<file path="src/hw/rtl/ltoi_pkg.sv">
// Types and constants for the line-table opcode interpreter.
// Shared by the controller, the datapath and the top level; no dependencies.
`timescale 1ns / 1ps
`default_nettype none
package ltoi_pkg;

   localparam int LebMaxBytes = 10;
   localparam logic [6:0] LebShiftLimit = 7'(7 * LebMaxBytes);

   localparam logic [2:0] CSR_MIN_INSTR_LENGTH = 3'd0;
   localparam logic [2:0] CSR_DEFAULT_STMT     = 3'd1;
   localparam logic [2:0] CSR_LINE_BASE        = 3'd2;
   localparam logic [2:0] CSR_LINE_RANGE       = 3'd3;
   localparam logic [2:0] CSR_OPCODE_BASE      = 3'd4;

   localparam logic [2:0] KIND_COPY      = 3'd0;
   localparam logic [2:0] KIND_SPECIAL   = 3'd1;
   localparam logic [2:0] KIND_ADV_PC    = 3'd2;
   localparam logic [2:0] KIND_ADV_LINE  = 3'd3;
   localparam logic [2:0] KIND_SET_FILE  = 3'd4;
   localparam logic [2:0] KIND_CONST_ADD = 3'd5;
   localparam logic [2:0] KIND_SET_ADDR  = 3'd6;
   localparam logic [2:0] KIND_END_SEQ   = 3'd7;

   localparam logic [1:0] ERR_NONE  = 2'd0;
   localparam logic [1:0] ERR_STD   = 2'd1;
   localparam logic [1:0] ERR_EXT   = 2'd2;
   localparam logic [1:0] ERR_TRUNC = 2'd3;

   localparam logic [7:0] OP_EXTENDED    = 8'h00;
   localparam logic [7:0] OP_COPY        = 8'h01;
   localparam logic [7:0] OP_ADVANCE_PC  = 8'h02;
   localparam logic [7:0] OP_ADVANCE_LN  = 8'h03;
   localparam logic [7:0] OP_SET_FILE    = 8'h04;
   localparam logic [7:0] OP_CONST_ADD   = 8'h08;
   localparam logic [7:0] OP_FIRST_SPEC  = 8'h0A;
   localparam logic [7:0] EXT_END_SEQ    = 8'h01;
   localparam logic [7:0] EXT_SET_ADDR   = 8'h02;

   typedef enum logic [2:0] {
      ST_IDLE, ST_DIV, ST_MUL, ST_ADD, ST_EMIT, ST_STUCK
   } state_type;

   typedef enum logic [2:0] {
      PH_FETCH, PH_EXT_LEN, PH_EXT_OP, PH_ADDR, PH_LEB
   } phase_type;

   typedef struct packed {
      logic [7:0] data_byte;
      logic       last;
   } req_type;

   typedef struct packed {
      logic [2:0]         op_kind;
      logic [1:0]         error_code;
      logic [63:0]        row_address;
      logic signed [31:0] row_line;
      logic [31:0]        row_file;
      logic               row_is_stmt;
   } rsp_type;

   typedef struct packed {
      logic [7:0]        min_instr_length;
      logic              default_stmt;
      logic signed [7:0] line_adv_min;
      logic [7:0]        line_adv_span;
      logic [7:0]        spec_op_first;
   } cfg_type;

   typedef struct packed {
      logic       accum_clear;
      logic       addr_byte;
      logic       addr_load;
      logic       leb_byte;
      logic       line_leb;
      logic       file_leb;
      logic       div_start;
      logic       adj_const;
      logic       div_step;
      logic       mul_load;
      logic       mul_accum;
      logic       addr_add;
      logic       line_special;
      logic       emit;
      logic       regs_reset;
      logic [2:0] kind;
      logic [1:0] err;
   } cmd_type;

   typedef struct packed {
      logic addr_last;
      logic div_done;
      logic out_busy;
   } sts_type;

endpackage
`default_nettype wire

</file>
<file path="src/hw/rtl/line_table_opcode_interpreter_core.sv">
// Top level of the line-table opcode interpreter: config registers, controller, datapath.
// Depends on ltoi_pkg, ltoi_ctrl and ltoi_dp.
//
//   channel | ports                          | direction | payload
//   req     | req_valid, req_ready, req_data | in        | data_byte, last
//   rsp     | rsp_valid, rsp_ready, rsp_data | out       | op_kind .. row_is_stmt
//   csr     | csr_we, csr_index, csr_wdata   | in        | 8-bit register value
//
// Bytes that finish no instruction stay in the idle state; copy, advance_line, set_file,
// set_address, end of sequence and errors go to emit; advance_pc runs multiply and add,
// and special opcodes and const_add_pc run the bit-serial divide by line range first.
// Reset is synchronous; a result waits in the output register while the rsp side
// stalls, and the next byte is taken as soon as that register has been loaded.
`timescale 1ns / 1ps
`default_nettype none
module line_table_opcode_interpreter_core (
   input  wire logic              clock,
   input  wire logic              reset,
   input  wire logic              req_valid,
   output logic                   req_ready,
   input  wire ltoi_pkg::req_type  req_data,
   output logic                   rsp_valid,
   input  wire logic              rsp_ready,
   output ltoi_pkg::rsp_type      rsp_data,
   input  wire logic              csr_we,
   input  wire logic [2:0]        csr_index,
   input  wire logic [7:0]        csr_wdata
);
   ltoi_pkg::cfg_type cfg_ff, cfg_in;
   ltoi_pkg::cmd_type cmd;
   ltoi_pkg::sts_type sts;

   always_comb begin
      cfg_in = cfg_ff;
      if (csr_we) begin
         case (csr_index)
            ltoi_pkg::CSR_MIN_INSTR_LENGTH: cfg_in.min_instr_length = csr_wdata;
            ltoi_pkg::CSR_DEFAULT_STMT:     cfg_in.default_stmt     = csr_wdata[0];
            ltoi_pkg::CSR_LINE_BASE:        cfg_in.line_adv_min     = csr_wdata;
            ltoi_pkg::CSR_LINE_RANGE:       cfg_in.line_adv_span    = csr_wdata;
            ltoi_pkg::CSR_OPCODE_BASE:      cfg_in.spec_op_first    = csr_wdata;
            default: cfg_in = cfg_ff;
         endcase
      end
   end

   always_ff @(posedge clock) begin
      if (reset) begin
         cfg_ff.min_instr_length <= 8'd1;
         cfg_ff.default_stmt     <= 1'b1;
         cfg_ff.line_adv_min     <= -8'sd5;
         cfg_ff.line_adv_span    <= 8'd14;
         cfg_ff.spec_op_first    <= 8'd13;
      end else begin
         cfg_ff <= cfg_in;
      end
   end

   ltoi_ctrl u_ctrl (
      .clock         (clock),
      .reset         (reset),
      .req_valid     (req_valid),
      .req_ready     (req_ready),
      .req_data      (req_data),
      .spec_op_first (cfg_ff.spec_op_first),
      .sts           (sts),
      .cmd           (cmd)
   );

   ltoi_dp u_dp (
      .clock     (clock),
      .reset     (reset),
      .req_data  (req_data),
      .cfg       (cfg_ff),
      .cmd       (cmd),
      .sts       (sts),
      .rsp_valid (rsp_valid),
      .rsp_ready (rsp_ready),
      .rsp_data  (rsp_data)
   );
endmodule
`default_nettype wire

</file>
<file path="src/hw/rtl/ltoi_ctrl.sv">
// Controller: parse phase and sequencing of the line-program interpreter.
// Depends on ltoi_pkg; drives ltoi_dp through cmd_type and reads sts_type.
`timescale 1ns / 1ps
`default_nettype none
module ltoi_ctrl (
   input  wire logic             clock,
   input  wire logic             reset,
   input  wire logic             req_valid,
   output logic                  req_ready,
   input  wire ltoi_pkg::req_type req_data,
   input  wire logic [7:0]       spec_op_first,
   input  wire ltoi_pkg::sts_type sts,
   output ltoi_pkg::cmd_type     cmd
);
   ltoi_pkg::state_type state_ff, state_in;
   ltoi_pkg::phase_type phase_ff, phase_in;
   logic [2:0] kind_ff, kind_in;
   logic [1:0] err_ff, err_in;
   logic [7:0] pend_ff, pend_in;
   logic [7:0] b;

   assign b = req_data.data_byte;

   always_ff @(posedge clock) begin
      if (reset) begin
         state_ff <= ltoi_pkg::ST_IDLE;
         phase_ff <= ltoi_pkg::PH_FETCH;
         kind_ff  <= ltoi_pkg::KIND_COPY;
         err_ff   <= ltoi_pkg::ERR_NONE;
         pend_ff  <= 8'd0;
      end else begin
         state_ff <= state_in;
         phase_ff <= phase_in;
         kind_ff  <= kind_in;
         err_ff   <= err_in;
         pend_ff  <= pend_in;
      end
   end

   always_comb begin
      state_in  = state_ff;
      phase_in  = phase_ff;
      kind_in   = kind_ff;
      err_in    = err_ff;
      pend_in   = pend_ff;
      cmd       = '0;
      cmd.kind  = kind_ff;
      cmd.err   = err_ff;
      req_ready = (state_ff == ltoi_pkg::ST_IDLE) || (state_ff == ltoi_pkg::ST_STUCK);
      case (state_ff)
         ltoi_pkg::ST_IDLE: begin
            if (req_valid) begin
               err_in  = ltoi_pkg::ERR_NONE;
               kind_in = ltoi_pkg::KIND_COPY;
               case (phase_ff)
                  ltoi_pkg::PH_FETCH: begin
                     pend_in = b;
                     if (b == ltoi_pkg::OP_EXTENDED) begin
                        cmd.accum_clear = 1'b1;
                        phase_in = ltoi_pkg::PH_EXT_LEN;
                     end else if (b == ltoi_pkg::OP_COPY) begin
                        state_in = ltoi_pkg::ST_EMIT;
                     end else if (b >= ltoi_pkg::OP_ADVANCE_PC && b <= ltoi_pkg::OP_SET_FILE) begin
                        cmd.accum_clear = 1'b1;
                        phase_in = ltoi_pkg::PH_LEB;
                     end else if (b == ltoi_pkg::OP_CONST_ADD) begin
                        cmd.div_start = 1'b1;
                        cmd.adj_const = 1'b1;
                        kind_in  = ltoi_pkg::KIND_CONST_ADD;
                        state_in = ltoi_pkg::ST_DIV;
                     end else if (b >= ltoi_pkg::OP_FIRST_SPEC && b >= spec_op_first) begin
                        cmd.div_start = 1'b1;
                        kind_in  = ltoi_pkg::KIND_SPECIAL;
                        state_in = ltoi_pkg::ST_DIV;
                     end else begin
                        err_in   = ltoi_pkg::ERR_STD;
                        state_in = ltoi_pkg::ST_EMIT;
                     end
                  end
                  ltoi_pkg::PH_EXT_LEN: begin
                     if (!b[7]) phase_in = ltoi_pkg::PH_EXT_OP;
                  end
                  ltoi_pkg::PH_EXT_OP: begin
                     pend_in  = b;
                     phase_in = ltoi_pkg::PH_FETCH;
                     if (b == ltoi_pkg::EXT_END_SEQ) begin
                        kind_in  = ltoi_pkg::KIND_END_SEQ;
                        state_in = ltoi_pkg::ST_EMIT;
                     end else if (b == ltoi_pkg::EXT_SET_ADDR) begin
                        cmd.accum_clear = 1'b1;
                        phase_in = ltoi_pkg::PH_ADDR;
                     end else begin
                        err_in   = ltoi_pkg::ERR_EXT;
                        state_in = ltoi_pkg::ST_EMIT;
                     end
                  end
                  ltoi_pkg::PH_ADDR: begin
                     cmd.addr_byte = 1'b1;
                     if (sts.addr_last) begin
                        cmd.addr_load = 1'b1;
                        kind_in  = ltoi_pkg::KIND_SET_ADDR;
                        state_in = ltoi_pkg::ST_EMIT;
                        phase_in = ltoi_pkg::PH_FETCH;
                     end
                  end
                  ltoi_pkg::PH_LEB: begin
                     cmd.leb_byte = 1'b1;
                     if (!b[7]) begin
                        phase_in = ltoi_pkg::PH_FETCH;
                        if (pend_ff == ltoi_pkg::OP_ADVANCE_PC) begin
                           kind_in  = ltoi_pkg::KIND_ADV_PC;
                           state_in = ltoi_pkg::ST_MUL;
                        end else if (pend_ff == ltoi_pkg::OP_ADVANCE_LN) begin
                           cmd.line_leb = 1'b1;
                           kind_in  = ltoi_pkg::KIND_ADV_LINE;
                           state_in = ltoi_pkg::ST_EMIT;
                        end else begin
                           cmd.file_leb = 1'b1;
                           kind_in  = ltoi_pkg::KIND_SET_FILE;
                           state_in = ltoi_pkg::ST_EMIT;
                        end
                     end
                  end
                  default: phase_in = ltoi_pkg::PH_FETCH;
               endcase
               // data ended inside an instruction
               if (req_data.last && phase_in != ltoi_pkg::PH_FETCH
                   && err_in == ltoi_pkg::ERR_NONE) begin
                  err_in   = ltoi_pkg::ERR_TRUNC;
                  kind_in  = ltoi_pkg::KIND_COPY;
                  state_in = ltoi_pkg::ST_EMIT;
                  phase_in = ltoi_pkg::PH_FETCH;
               end
            end
         end
         ltoi_pkg::ST_DIV: begin
            cmd.div_step = 1'b1;
            if (sts.div_done) state_in = ltoi_pkg::ST_MUL;
         end
         ltoi_pkg::ST_MUL: begin
            cmd.mul_load  = 1'b1;
            cmd.mul_accum = (kind_ff == ltoi_pkg::KIND_ADV_PC);
            state_in = ltoi_pkg::ST_ADD;
         end
         ltoi_pkg::ST_ADD: begin
            cmd.addr_add     = 1'b1;
            cmd.line_special = (kind_ff == ltoi_pkg::KIND_SPECIAL);
            state_in = ltoi_pkg::ST_EMIT;
         end
         ltoi_pkg::ST_EMIT: begin
            if (!sts.out_busy) begin
               cmd.emit = 1'b1;
               cmd.regs_reset = (kind_ff == ltoi_pkg::KIND_END_SEQ)
                                && (err_ff == ltoi_pkg::ERR_NONE);
               state_in = (err_ff == ltoi_pkg::ERR_NONE) ? ltoi_pkg::ST_IDLE
                                                          : ltoi_pkg::ST_STUCK;
            end
         end
         ltoi_pkg::ST_STUCK: state_in = ltoi_pkg::ST_STUCK;
         default: state_in = ltoi_pkg::ST_IDLE;
      endcase
   end
endmodule
`default_nettype wire

</file>
<file path="src/hw/rtl/ltoi_dp.sv">
// Datapath: operand accumulator, row registers, divider, multiplier, output item.
// Depends on ltoi_pkg; commanded by ltoi_ctrl.
`timescale 1ns / 1ps
`default_nettype none
module ltoi_dp (
   input  wire logic              clock,
   input  wire logic              reset,
   input  wire ltoi_pkg::req_type  req_data,
   input  wire ltoi_pkg::cfg_type  cfg,
   input  wire ltoi_pkg::cmd_type  cmd,
   output ltoi_pkg::sts_type      sts,
   output logic                   rsp_valid,
   input  wire logic              rsp_ready,
   output ltoi_pkg::rsp_type      rsp_data
);
   logic [63:0] accum_ff, accum_in;
   logic [6:0]  shift_ff, shift_in;
   logic [63:0] addr_ff, addr_in;
   logic [31:0] line_ff, line_in;
   logic [31:0] file_ff, file_in;
   logic        stmt_ff, stmt_in;
   logic [7:0]  adj_ff, adj_in;
   logic [7:0]  quo_ff, quo_in;
   logic [8:0]  rem_ff, rem_in;
   logic [3:0]  cnt_ff, cnt_in;
   logic [63:0] prod_ff, prod_in;
   logic        out_valid_ff, out_valid_in;
   ltoi_pkg::rsp_type out_ff, out_in;

   logic [7:0]  b;
   logic [63:0] addr_merge;
   logic        leb_ok;
   logic [6:0]  leb_shift;
   logic [63:0] leb_merge, leb_sext;
   logic [8:0]  rem_sh;
   logic [7:0]  quo_eff, rem_eff;
   logic [63:0] mul_a;

   assign b = req_data.data_byte;

   always_comb begin
      addr_merge = accum_ff | (64'(b) << shift_ff[5:0]);
      leb_ok     = (shift_ff < ltoi_pkg::LebShiftLimit) && (shift_ff < 7'd64);
      leb_merge  = leb_ok ? (accum_ff | (64'(b[6:0]) << shift_ff[5:0])) : accum_ff;
      leb_shift  = leb_ok ? shift_ff + 7'd7 : shift_ff;
      leb_sext   = (leb_shift < 7'd64 && b[6]) ? (leb_merge | ({64{1'b1}} << leb_shift[5:0]))
                                               : leb_merge;
      rem_sh     = {rem_ff[7:0], quo_ff[7]};
      quo_eff    = (cfg.line_adv_span == 8'd0) ? 8'd0 : quo_ff;
      rem_eff    = (cfg.line_adv_span == 8'd0) ? adj_ff : rem_ff[7:0];
      mul_a      = cmd.mul_accum ? accum_ff : 64'(quo_eff);
   end

   always_comb begin
      accum_in = accum_ff;
      shift_in = shift_ff;
      addr_in  = addr_ff;
      line_in  = line_ff;
      file_in  = file_ff;
      stmt_in  = stmt_ff;
      adj_in   = adj_ff;
      quo_in   = quo_ff;
      rem_in   = rem_ff;
      cnt_in   = cnt_ff;
      prod_in  = prod_ff;
      out_in   = out_ff;
      out_valid_in = out_valid_ff && !rsp_ready;

      if (cmd.accum_clear) begin
         accum_in = 64'd0;
         shift_in = 7'd0;
      end
      if (cmd.addr_byte) begin
         accum_in = addr_merge;
         shift_in = shift_ff + 7'd8;
      end
      if (cmd.addr_load) addr_in = addr_merge;
      if (cmd.leb_byte) begin
         accum_in = leb_merge;
         shift_in = leb_shift;
      end
      if (cmd.line_leb) line_in = line_ff + leb_sext[31:0];
      if (cmd.file_leb) file_in = leb_merge[31:0];

      if (cmd.div_start) begin
         adj_in = cmd.adj_const ? ~cfg.spec_op_first : b - cfg.spec_op_first;
         quo_in = cmd.adj_const ? ~cfg.spec_op_first : b - cfg.spec_op_first;
         rem_in = 9'd0;
         cnt_in = 4'd8;
      end else if (cmd.div_step && cnt_ff != 4'd0) begin
         cnt_in = cnt_ff - 4'd1;
         if (rem_sh >= {1'b0, cfg.line_adv_span}) begin
            rem_in = rem_sh - {1'b0, cfg.line_adv_span};
            quo_in = {quo_ff[6:0], 1'b1};
         end else begin
            rem_in = rem_sh;
            quo_in = {quo_ff[6:0], 1'b0};
         end
      end

      if (cmd.mul_load) prod_in = 64'(mul_a * 64'(cfg.min_instr_length));
      if (cmd.addr_add) addr_in = addr_ff + prod_ff;
      if (cmd.line_special)
         line_in = line_ff + {{24{cfg.line_adv_min[7]}}, cfg.line_adv_min} + 32'(rem_eff);

      if (cmd.emit) begin
         out_valid_in       = 1'b1;
         out_in.op_kind     = cmd.kind;
         out_in.error_code  = cmd.err;
         out_in.row_address = addr_ff;
         out_in.row_line    = line_ff;
         out_in.row_file    = file_ff;
         out_in.row_is_stmt = stmt_ff;
      end
      if (cmd.regs_reset) begin
         addr_in = 64'd0;
         line_in = 32'd1;
         file_in = 32'd1;
         stmt_in = cfg.default_stmt;
      end
   end

   always_ff @(posedge clock) begin
      if (reset) begin
         accum_ff     <= 64'd0;
         shift_ff     <= 7'd0;
         addr_ff      <= 64'd0;
         line_ff      <= 32'd1;
         file_ff      <= 32'd1;
         stmt_ff      <= 1'b1;
         cnt_ff       <= 4'd0;
         out_valid_ff <= 1'b0;
      end else begin
         accum_ff     <= accum_in;
         shift_ff     <= shift_in;
         addr_ff      <= addr_in;
         line_ff      <= line_in;
         file_ff      <= file_in;
         stmt_ff      <= stmt_in;
         cnt_ff       <= cnt_in;
         out_valid_ff <= out_valid_in;
      end
   end

   always_ff @(posedge clock) begin
      adj_ff  <= adj_in;
      quo_ff  <= quo_in;
      rem_ff  <= rem_in;
      prod_ff <= prod_in;
      out_ff  <= out_in;
   end

   assign sts.addr_last = (shift_ff == 7'd56);
   assign sts.div_done  = (cnt_ff == 4'd0);
   assign sts.out_busy  = out_valid_ff && !rsp_ready;
   assign rsp_valid     = out_valid_ff;
   assign rsp_data      = out_ff;
endmodule
`default_nettype wire
</file>
<file path="config.mk">
export PLATFORM = sky130hd
export DESIGN_NAME = line_table_opcode_interpreter_core
export DESIGN_NICKNAME = d
export VERILOG_FILES = /design/src/hw/rtl/ltoi_pkg.sv /design/src/hw/rtl/line_table_opcode_interpreter_core.sv /design/src/hw/rtl/ltoi_ctrl.sv /design/src/hw/rtl/ltoi_dp.sv
export SDC_FILE = /design/constraint.sdc
export NUM_CORES = 2
export LEC_CHECK = 0
export ABC_AREA = 0
export CAP_MARGIN = 10
export CORE_MARGIN = 4
export CORE_UTILIZATION = 45
export CTS_CLUSTER_SIZE = 24
export DETAILED_ROUTE_END_ITERATION = 12
export DONT_BUFFER_PORTS = 1
export HOLD_SLACK_MARGIN = 0.1
export MAX_ROUTING_LAYER = met4
export PLACE_DENSITY = 0.71
export SETUP_SLACK_MARGIN = 0.05
export SKIP_LAST_GASP = 1
export SLEW_MARGIN = 20
export SYNTH_ARGS = -nofsm -noshare
export SYNTH_HDL_FRONTEND = slang
export SYNTH_SLANG_ARGS = --single-unit
</file>
<file path="constraint.sdc">
create_clock -name clock -period 14 [get_ports clock]
set_input_delay 2.1 -clock clock [delete_from_list [all_inputs] [get_ports clock]]
set_output_delay 2.1 -clock clock [all_outputs]
set_load 0.1 [all_outputs]
</file>
# Word level (Yosys, flattened, before mapping)
# Cells that the tools add are included.
dict set report word_totals {
  elab_cells 224
  out_inout_bits 136
  reg_bits 479
  inputBits 25
}
dict set report op_classes {
  eq_ne 31
  multipliers 1
  mux 103
  bitwise 4
  n_lt_le_gt_ge 8
  n_reduce_logical 36
  n_shift 3
  addsub 9
}
# cell count
set ops {}
lappend ops {{$mux W64} 7}
lappend ops {{$or A64 B64 Y64} 2}
lappend ops {{$mux W3} 36}
lappend ops {{$mux W32} 3}
lappend ops {{$add A32 B32 Y32} 2}
lappend ops {{$add A64 B64 Y64} 1}
lappend ops {{$mul A64 B8 Y64} 1}
lappend ops {{$mux W8} 8}
lappend ops {{$shl A64 B6 Y32 const A} 1}
lappend ops {{$shl A7 B6 Y64} 1}
lappend ops {{$shl A8 B6 Y64} 1}
lappend ops {{$mux W2} 21}
lappend ops {{$add A32 B8 Y32} 1}
lappend ops {{$or A32 B32 Y32} 1}
lappend ops {{$mux W7} 4}
lappend ops {{$eq A8 B2 Y1 const B} 3}
lappend ops {{$pmux W3 S4} 2}
lappend ops {{$eq A3 B2 Y1 const B} 7}
lappend ops {{$lt A7 B7 Y1 const B} 3}
lappend ops {{$pmux W3 S6} 1}
lappend ops {{$logic_not A8 Y1} 2}
lappend ops {{$mux W1} 16}
lappend ops {{$sub A8 B8 Y8} 2}
lappend ops {{$eq A3 B3 Y1 const B} 5}
lappend ops {{other kinds (34)} 64}

# Depth between registers and ports, before layout
dict set report depth {
  ltp_word 15
  mapped_depth 27
  mapped_depth_nobuf 24
}

# Modules after synthesis
# Synthesis repeated with hierarchy kept, for this count alone.
dict set report hier_totals {
  cells_unflattened 4865
  hier_area_um2 42741.0
}
# mod area_per_inst_um2 cells_each seq_area_each_um2 instances
set modules_own_cells {}
lappend modules_own_cells {ltoi_dp 39678.1 4498 10690.3 1}
lappend modules_own_cells {ltoi_ctrl 1707.9 236 380.4 1}
lappend modules_own_cells {line_table_opcode_interpreter_core 1355.0 131 660.6 1}

# Worst setup path before layout
# Ideal clock, no wire load.
dict set report synth_timing {
  path_type {register to register}
  from {reg u_ctrl.state_ff[1]}
  to {reg u_dp.prod_ff[52], data pin}
  setup_slack_ps 2530
  period_less_slack_ps 11470
  required_time_ps 13740
  t_arrival_ps 11210
  setup_time_ps 260
  path_buffers 3
  path_stages_with_launch 27
  cell_sequence {dfxtp_1 > clkbuf_1 > nor3b_1 > and3_1 > clkbuf_1 > nor2b_1 > clkbuf_1 > a22oi_1 > nand2b_1 > fa_1 > fa_1 > inv_1 > fa_1 > inv_1 > fa_1 > inv_1 > ha_1 > inv_1 > o31ai_1 > nand4_1 > a31o_2 > a21oi_1 > o21ai_0 > o311ai_0 > a21o_1 > a21oi_1 > xnor2_1}
}
dict set report synth_between {
  elab_chain_cells 4
}
# item line
set synth_lines {}
lappend synth_lines {{start, declared} ltoi_ctrl.sv:15} ;# ltoi_pkg::state_type state_ff, state_in;
lappend synth_lines {{start signal, assigned} ltoi_ctrl.sv:26} ;# state_ff <= ltoi_pkg::ST_IDLE;
lappend synth_lines {{start signal, assigned} ltoi_ctrl.sv:32} ;# state_ff <= state_in;
lappend synth_lines {{$eq A3 B2 Y1} ltoi_ctrl.sv:50} ;# case (state_ff)
lappend synth_lines {{$mux W2} ltoi_ctrl.sv:50}
lappend synth_lines {{$mux W64} ltoi_dp.sv:51} ;# mul_a = cmd.mul_accum ? accum_ff : 64'(quo_eff);
lappend synth_lines {{$mul A64 B8 Y64} ltoi_dp.sv:101} ;# if (cmd.mul_load) prod_in = 64'(mul_a * 64'(cfg.min_instr_length));
lappend synth_lines {{end signal, assigned} ltoi_dp.sv:149} ;# prod_ff <= prod_in;
lappend synth_lines {{end, declared} ltoi_dp.sv:26} ;# logic [63:0] prod_ff, prod_in;
# Every way passes these cells.
# A chain may end at the register's enable or synchronous reset.

# Worst setup path after layout
dict set report layout_timing {
  from {reg u_ctrl.state_ff[2]}
  to {reg u_dp.prod_ff[63], data pin}
}
# The elaborated chain is that of the path after synthesis.

==> reports/results.ini <==
[sta]
fmax_ghz = 0.113
relSlewSlack_pct = 18.6
finalCritPeriodShare_pct = 63.3
tns_ps = 0
tightestPinTransition_ps = 1210
fin_skew_ps = 20.8
period_needed_ps = 8860
rsz0062_at_grt = no
hold_ws_ps = 429
finalHoldViolCount = 0
setup_viol = 0
finalMaxSlewViolations = 0
worst_slack_ps = 5140

[logic_synthesis]
yosysMostFrequentCell = a21oi_1
synth.area.top_cells = fa_1 17%, edfxtp_1 15%, dfxtp_1 13%, ha_1 7.2%, a21oi_1 4.7%
synth_area_sq_um = 41900
avgSynthCellArea_sq_um = 8.88
synth-edff-count = 214
synth_ff_type = dfxtp_1
yosysSeqAreaShare_pct = 28.0
synth_top_area_share_pct = 17.3
ys_ff_latch = 479
syn_inst = 4714
yosys.area.top_type = fa_1
synth.distinct_cells = 79
synthArstFlopShare_pct = 0
yosys-top-cells-count = 395 x a21oi_1, 374 x nor2_1, 361 x fa_1, 340 x inv_1, 338 x nand2_1
syn_nets = 5340
synth_warnings = 0

[placed_design]
dp_cells = 5687
portBuffers = 0
dp_slack_ps = 4920
detailed_place.area_sq_um = 42700
gp_congestion = 1.01
hpwl_mm = 103

[power_and_ir_drop]
ir_worst_vdd_mv = 0.0846
p_sw_share_pct = 38.4
p_total_mw = 4.66
p_seq_share_pct = 45.4
pwr-share-comb_pct = 25.6
p_clk_share_pct = 29.1
power.density_nw_per_um2 = 105
p_switching_mw = 1.79
internal_power_mw = 2.87
p_leak_nw = 19.6

[floorplan]
start_util_pct = 45.5
die-area_sq_um = 98000
core_sq_um = 91900
rows = 111
die_w_microns = 313
io_pins = 161
die_y_microns = 313

[global_route]
grt_pass1_vias = 34500
overflow = 0
grt_pass1_wl_mm = 210
grt_use_total_pct = 28.2
grt_max_degree = 155
antenna_found_initial = 8

[worst_setup_path]
start_kind = flop
cp_max_fo = 154
critPathRequiredTime_ps = 14370
crit_type = reg2reg
cp-end-kind = flop
cp_data_arrival_time_ps = 9230

[clocking]
cts_root_buf = clkbuf_16
hold_buffers = 0
path_clk_slew_ps = 70
clock-sinks = 479
cts.repair.resized = 0
htreeDepth = 2
clock_latency_ps = 610
clockBufferDepth = 3
cts_tree = yes
post_cts_buffers = 0
cts_buffers = 49

[drt]
drc_errors = 0
wire_per_inst_microns = 23.7
antenna_left = 0
via_per_inst = 6.21
routed_wl_mm = 137
drtPass1Iterations = 7
num_vias = 35900
drtIter0Drc = 4563

[final_layout]
multi_input_area_sq_um = 27700
final_cells = 5781
design_area_sq_um = 44400
synthToLayoutAreaGrowth_pct = 5.91
num-fill-cells = 8610
drive_above_1_share_pct = 4.28
nets = 5121
final_util_pct = 48.2
seq_area_sq_um = 11700

[run_status]
status = completed

[run]
max_cap_violations = 0

[min_path]
hold_path.class = reg2reg

==> worst max-delay path, stage by stage (launching register included) <==
cell,delay (ps)
dfxtp_1,480
nor3b_2,250
buf_4,670
and3_4,330
buf_6,580
nor2b_1,300
a22oi_1,630
nor2b_1,160
fa_1,540
fa_1,500
fa_1,480
inv_1,50
fa_1,470
inv_1,40
ha_1,340
o211ai_1,120
a21oi_1,60
a211oi_1,590
o211ai_1,330
a31oi_1,520
o21ai_1,250
a31oi_1,460
o41ai_1,160
a21oi_1,200
xnor2_1,80
==> kinds of logic after synthesis <==
group / count (synthesis) / share of synthesized area (%)
AO/OA/AOI/OAI: 1185 / 18.1
flip-flops: 479 / 28.0
multiplexers: 54 / 1.34
adder cells (fa/ha/maj): 601 / 24.4
AND/OR/NAND/NOR: 1537 / 18.1
buffers and inverters: 663 / 5.95
XOR/XNOR: 195 / 4.08
==> cell usage in the layout, fill, tap and decap left out, types with 41 or more instances in the layout <==
master	instances
a211oi_1	84
a21o_1	105
a21oi_1	395
a221oi_1	44
a31oi_1	45
and3_1	311
buf_4	46
clkbuf_16	53
dfxtp_1	259
edfxtp_1	214
fa_1	361
ha_1	240
inv_1	340
nand2_1	338
nand2b_1	45
nand3_1	194
nand4_1	41
nor2_1	368
nor2b_1	81
nor3_1	58
o21ai_0	219
xnor2_1	130
xor2_1	65
==> power groups by stage <==
stage | Sequential (mW) | Combinational [mW] | Clock [mW]
5_1_grt | 2.12 | 1.31 | 1.43
3_3_place_gp | 2.14 | 1.15 | 0
2_1_floorplan | 2.08 | 0.929 | 0
6_report | 2.11 | 1.19 | 1.35
4_1_cts | 2.11 | 1.18 | 1.37
3_5_place_dp | 2.14 | 1.17 | 0
==> area by class of cell <==
type	count	area share, %
multi-input cells	3572	62.5
flip-flops and latches	479	26.5
well taps	1243	3.51
clock buffers	70	3.22
inverters	345	2.92
repair buffers	48	0.829
clock inverters	21	0.485
diodes	3	0.0169
==> final timing paths <==
| path | startpoint | end | slack, ps | depth (start not counted) |
|---|---|---|---|---|
| setup reg to reg | u_ctrl.state_ff[2] | u_dp.prod_ff[63] | 5140 | 24 |
| setup / recovery | u_ctrl.state_ff[2] | u_dp.prod_ff[63] | 5140 | 24 |
| hold reg to reg | u_dp.file_ff[17] | u_dp.rsp_data[18] | 430 | 0 |
| hold / removal | u_dp.file_ff[17] | u_dp.rsp_data[18] | 430 | 0 |
==> sequential cells by signal, summed over array words and instances, names as in the netlist <==
register	flops
u_dp.rsp_data	134
u_dp.accum_ff	64
u_dp.addr_ff	64
u_dp.prod_ff	64
cfg_ff	33
u_dp.file_ff	32
u_dp.line_ff	32
u_ctrl.pend_ff	8
u_dp.adj_ff	8
u_dp.quo_ff	8
u_dp.rem_ff	8
u_dp.shift_ff	7
u_dp.cnt_ff	4
u_ctrl.kind_ff	3
u_ctrl.phase_ff	3
u_ctrl.state_ff	3
u_ctrl.err_ff	2
u_dp.rsp_valid	1
u_dp.stmt_ff	1
==> layer usage <==
| metal | track usage [%] | vias to the layer above | wire [microns] |
|---|---|---|---|
| met5 | - | - | 0 |
| met2 | 41.6 | 1828 | 59400 |
| met3 | 5.33 | 299 | 14800 |
| met4 | 9.76 | 0 | 5170 |
| met1 | 39.0 | 17600 | 57600 |
| li1 | - | 16200 | - |
Note: power is estimated with default switching activity, not from simulation.
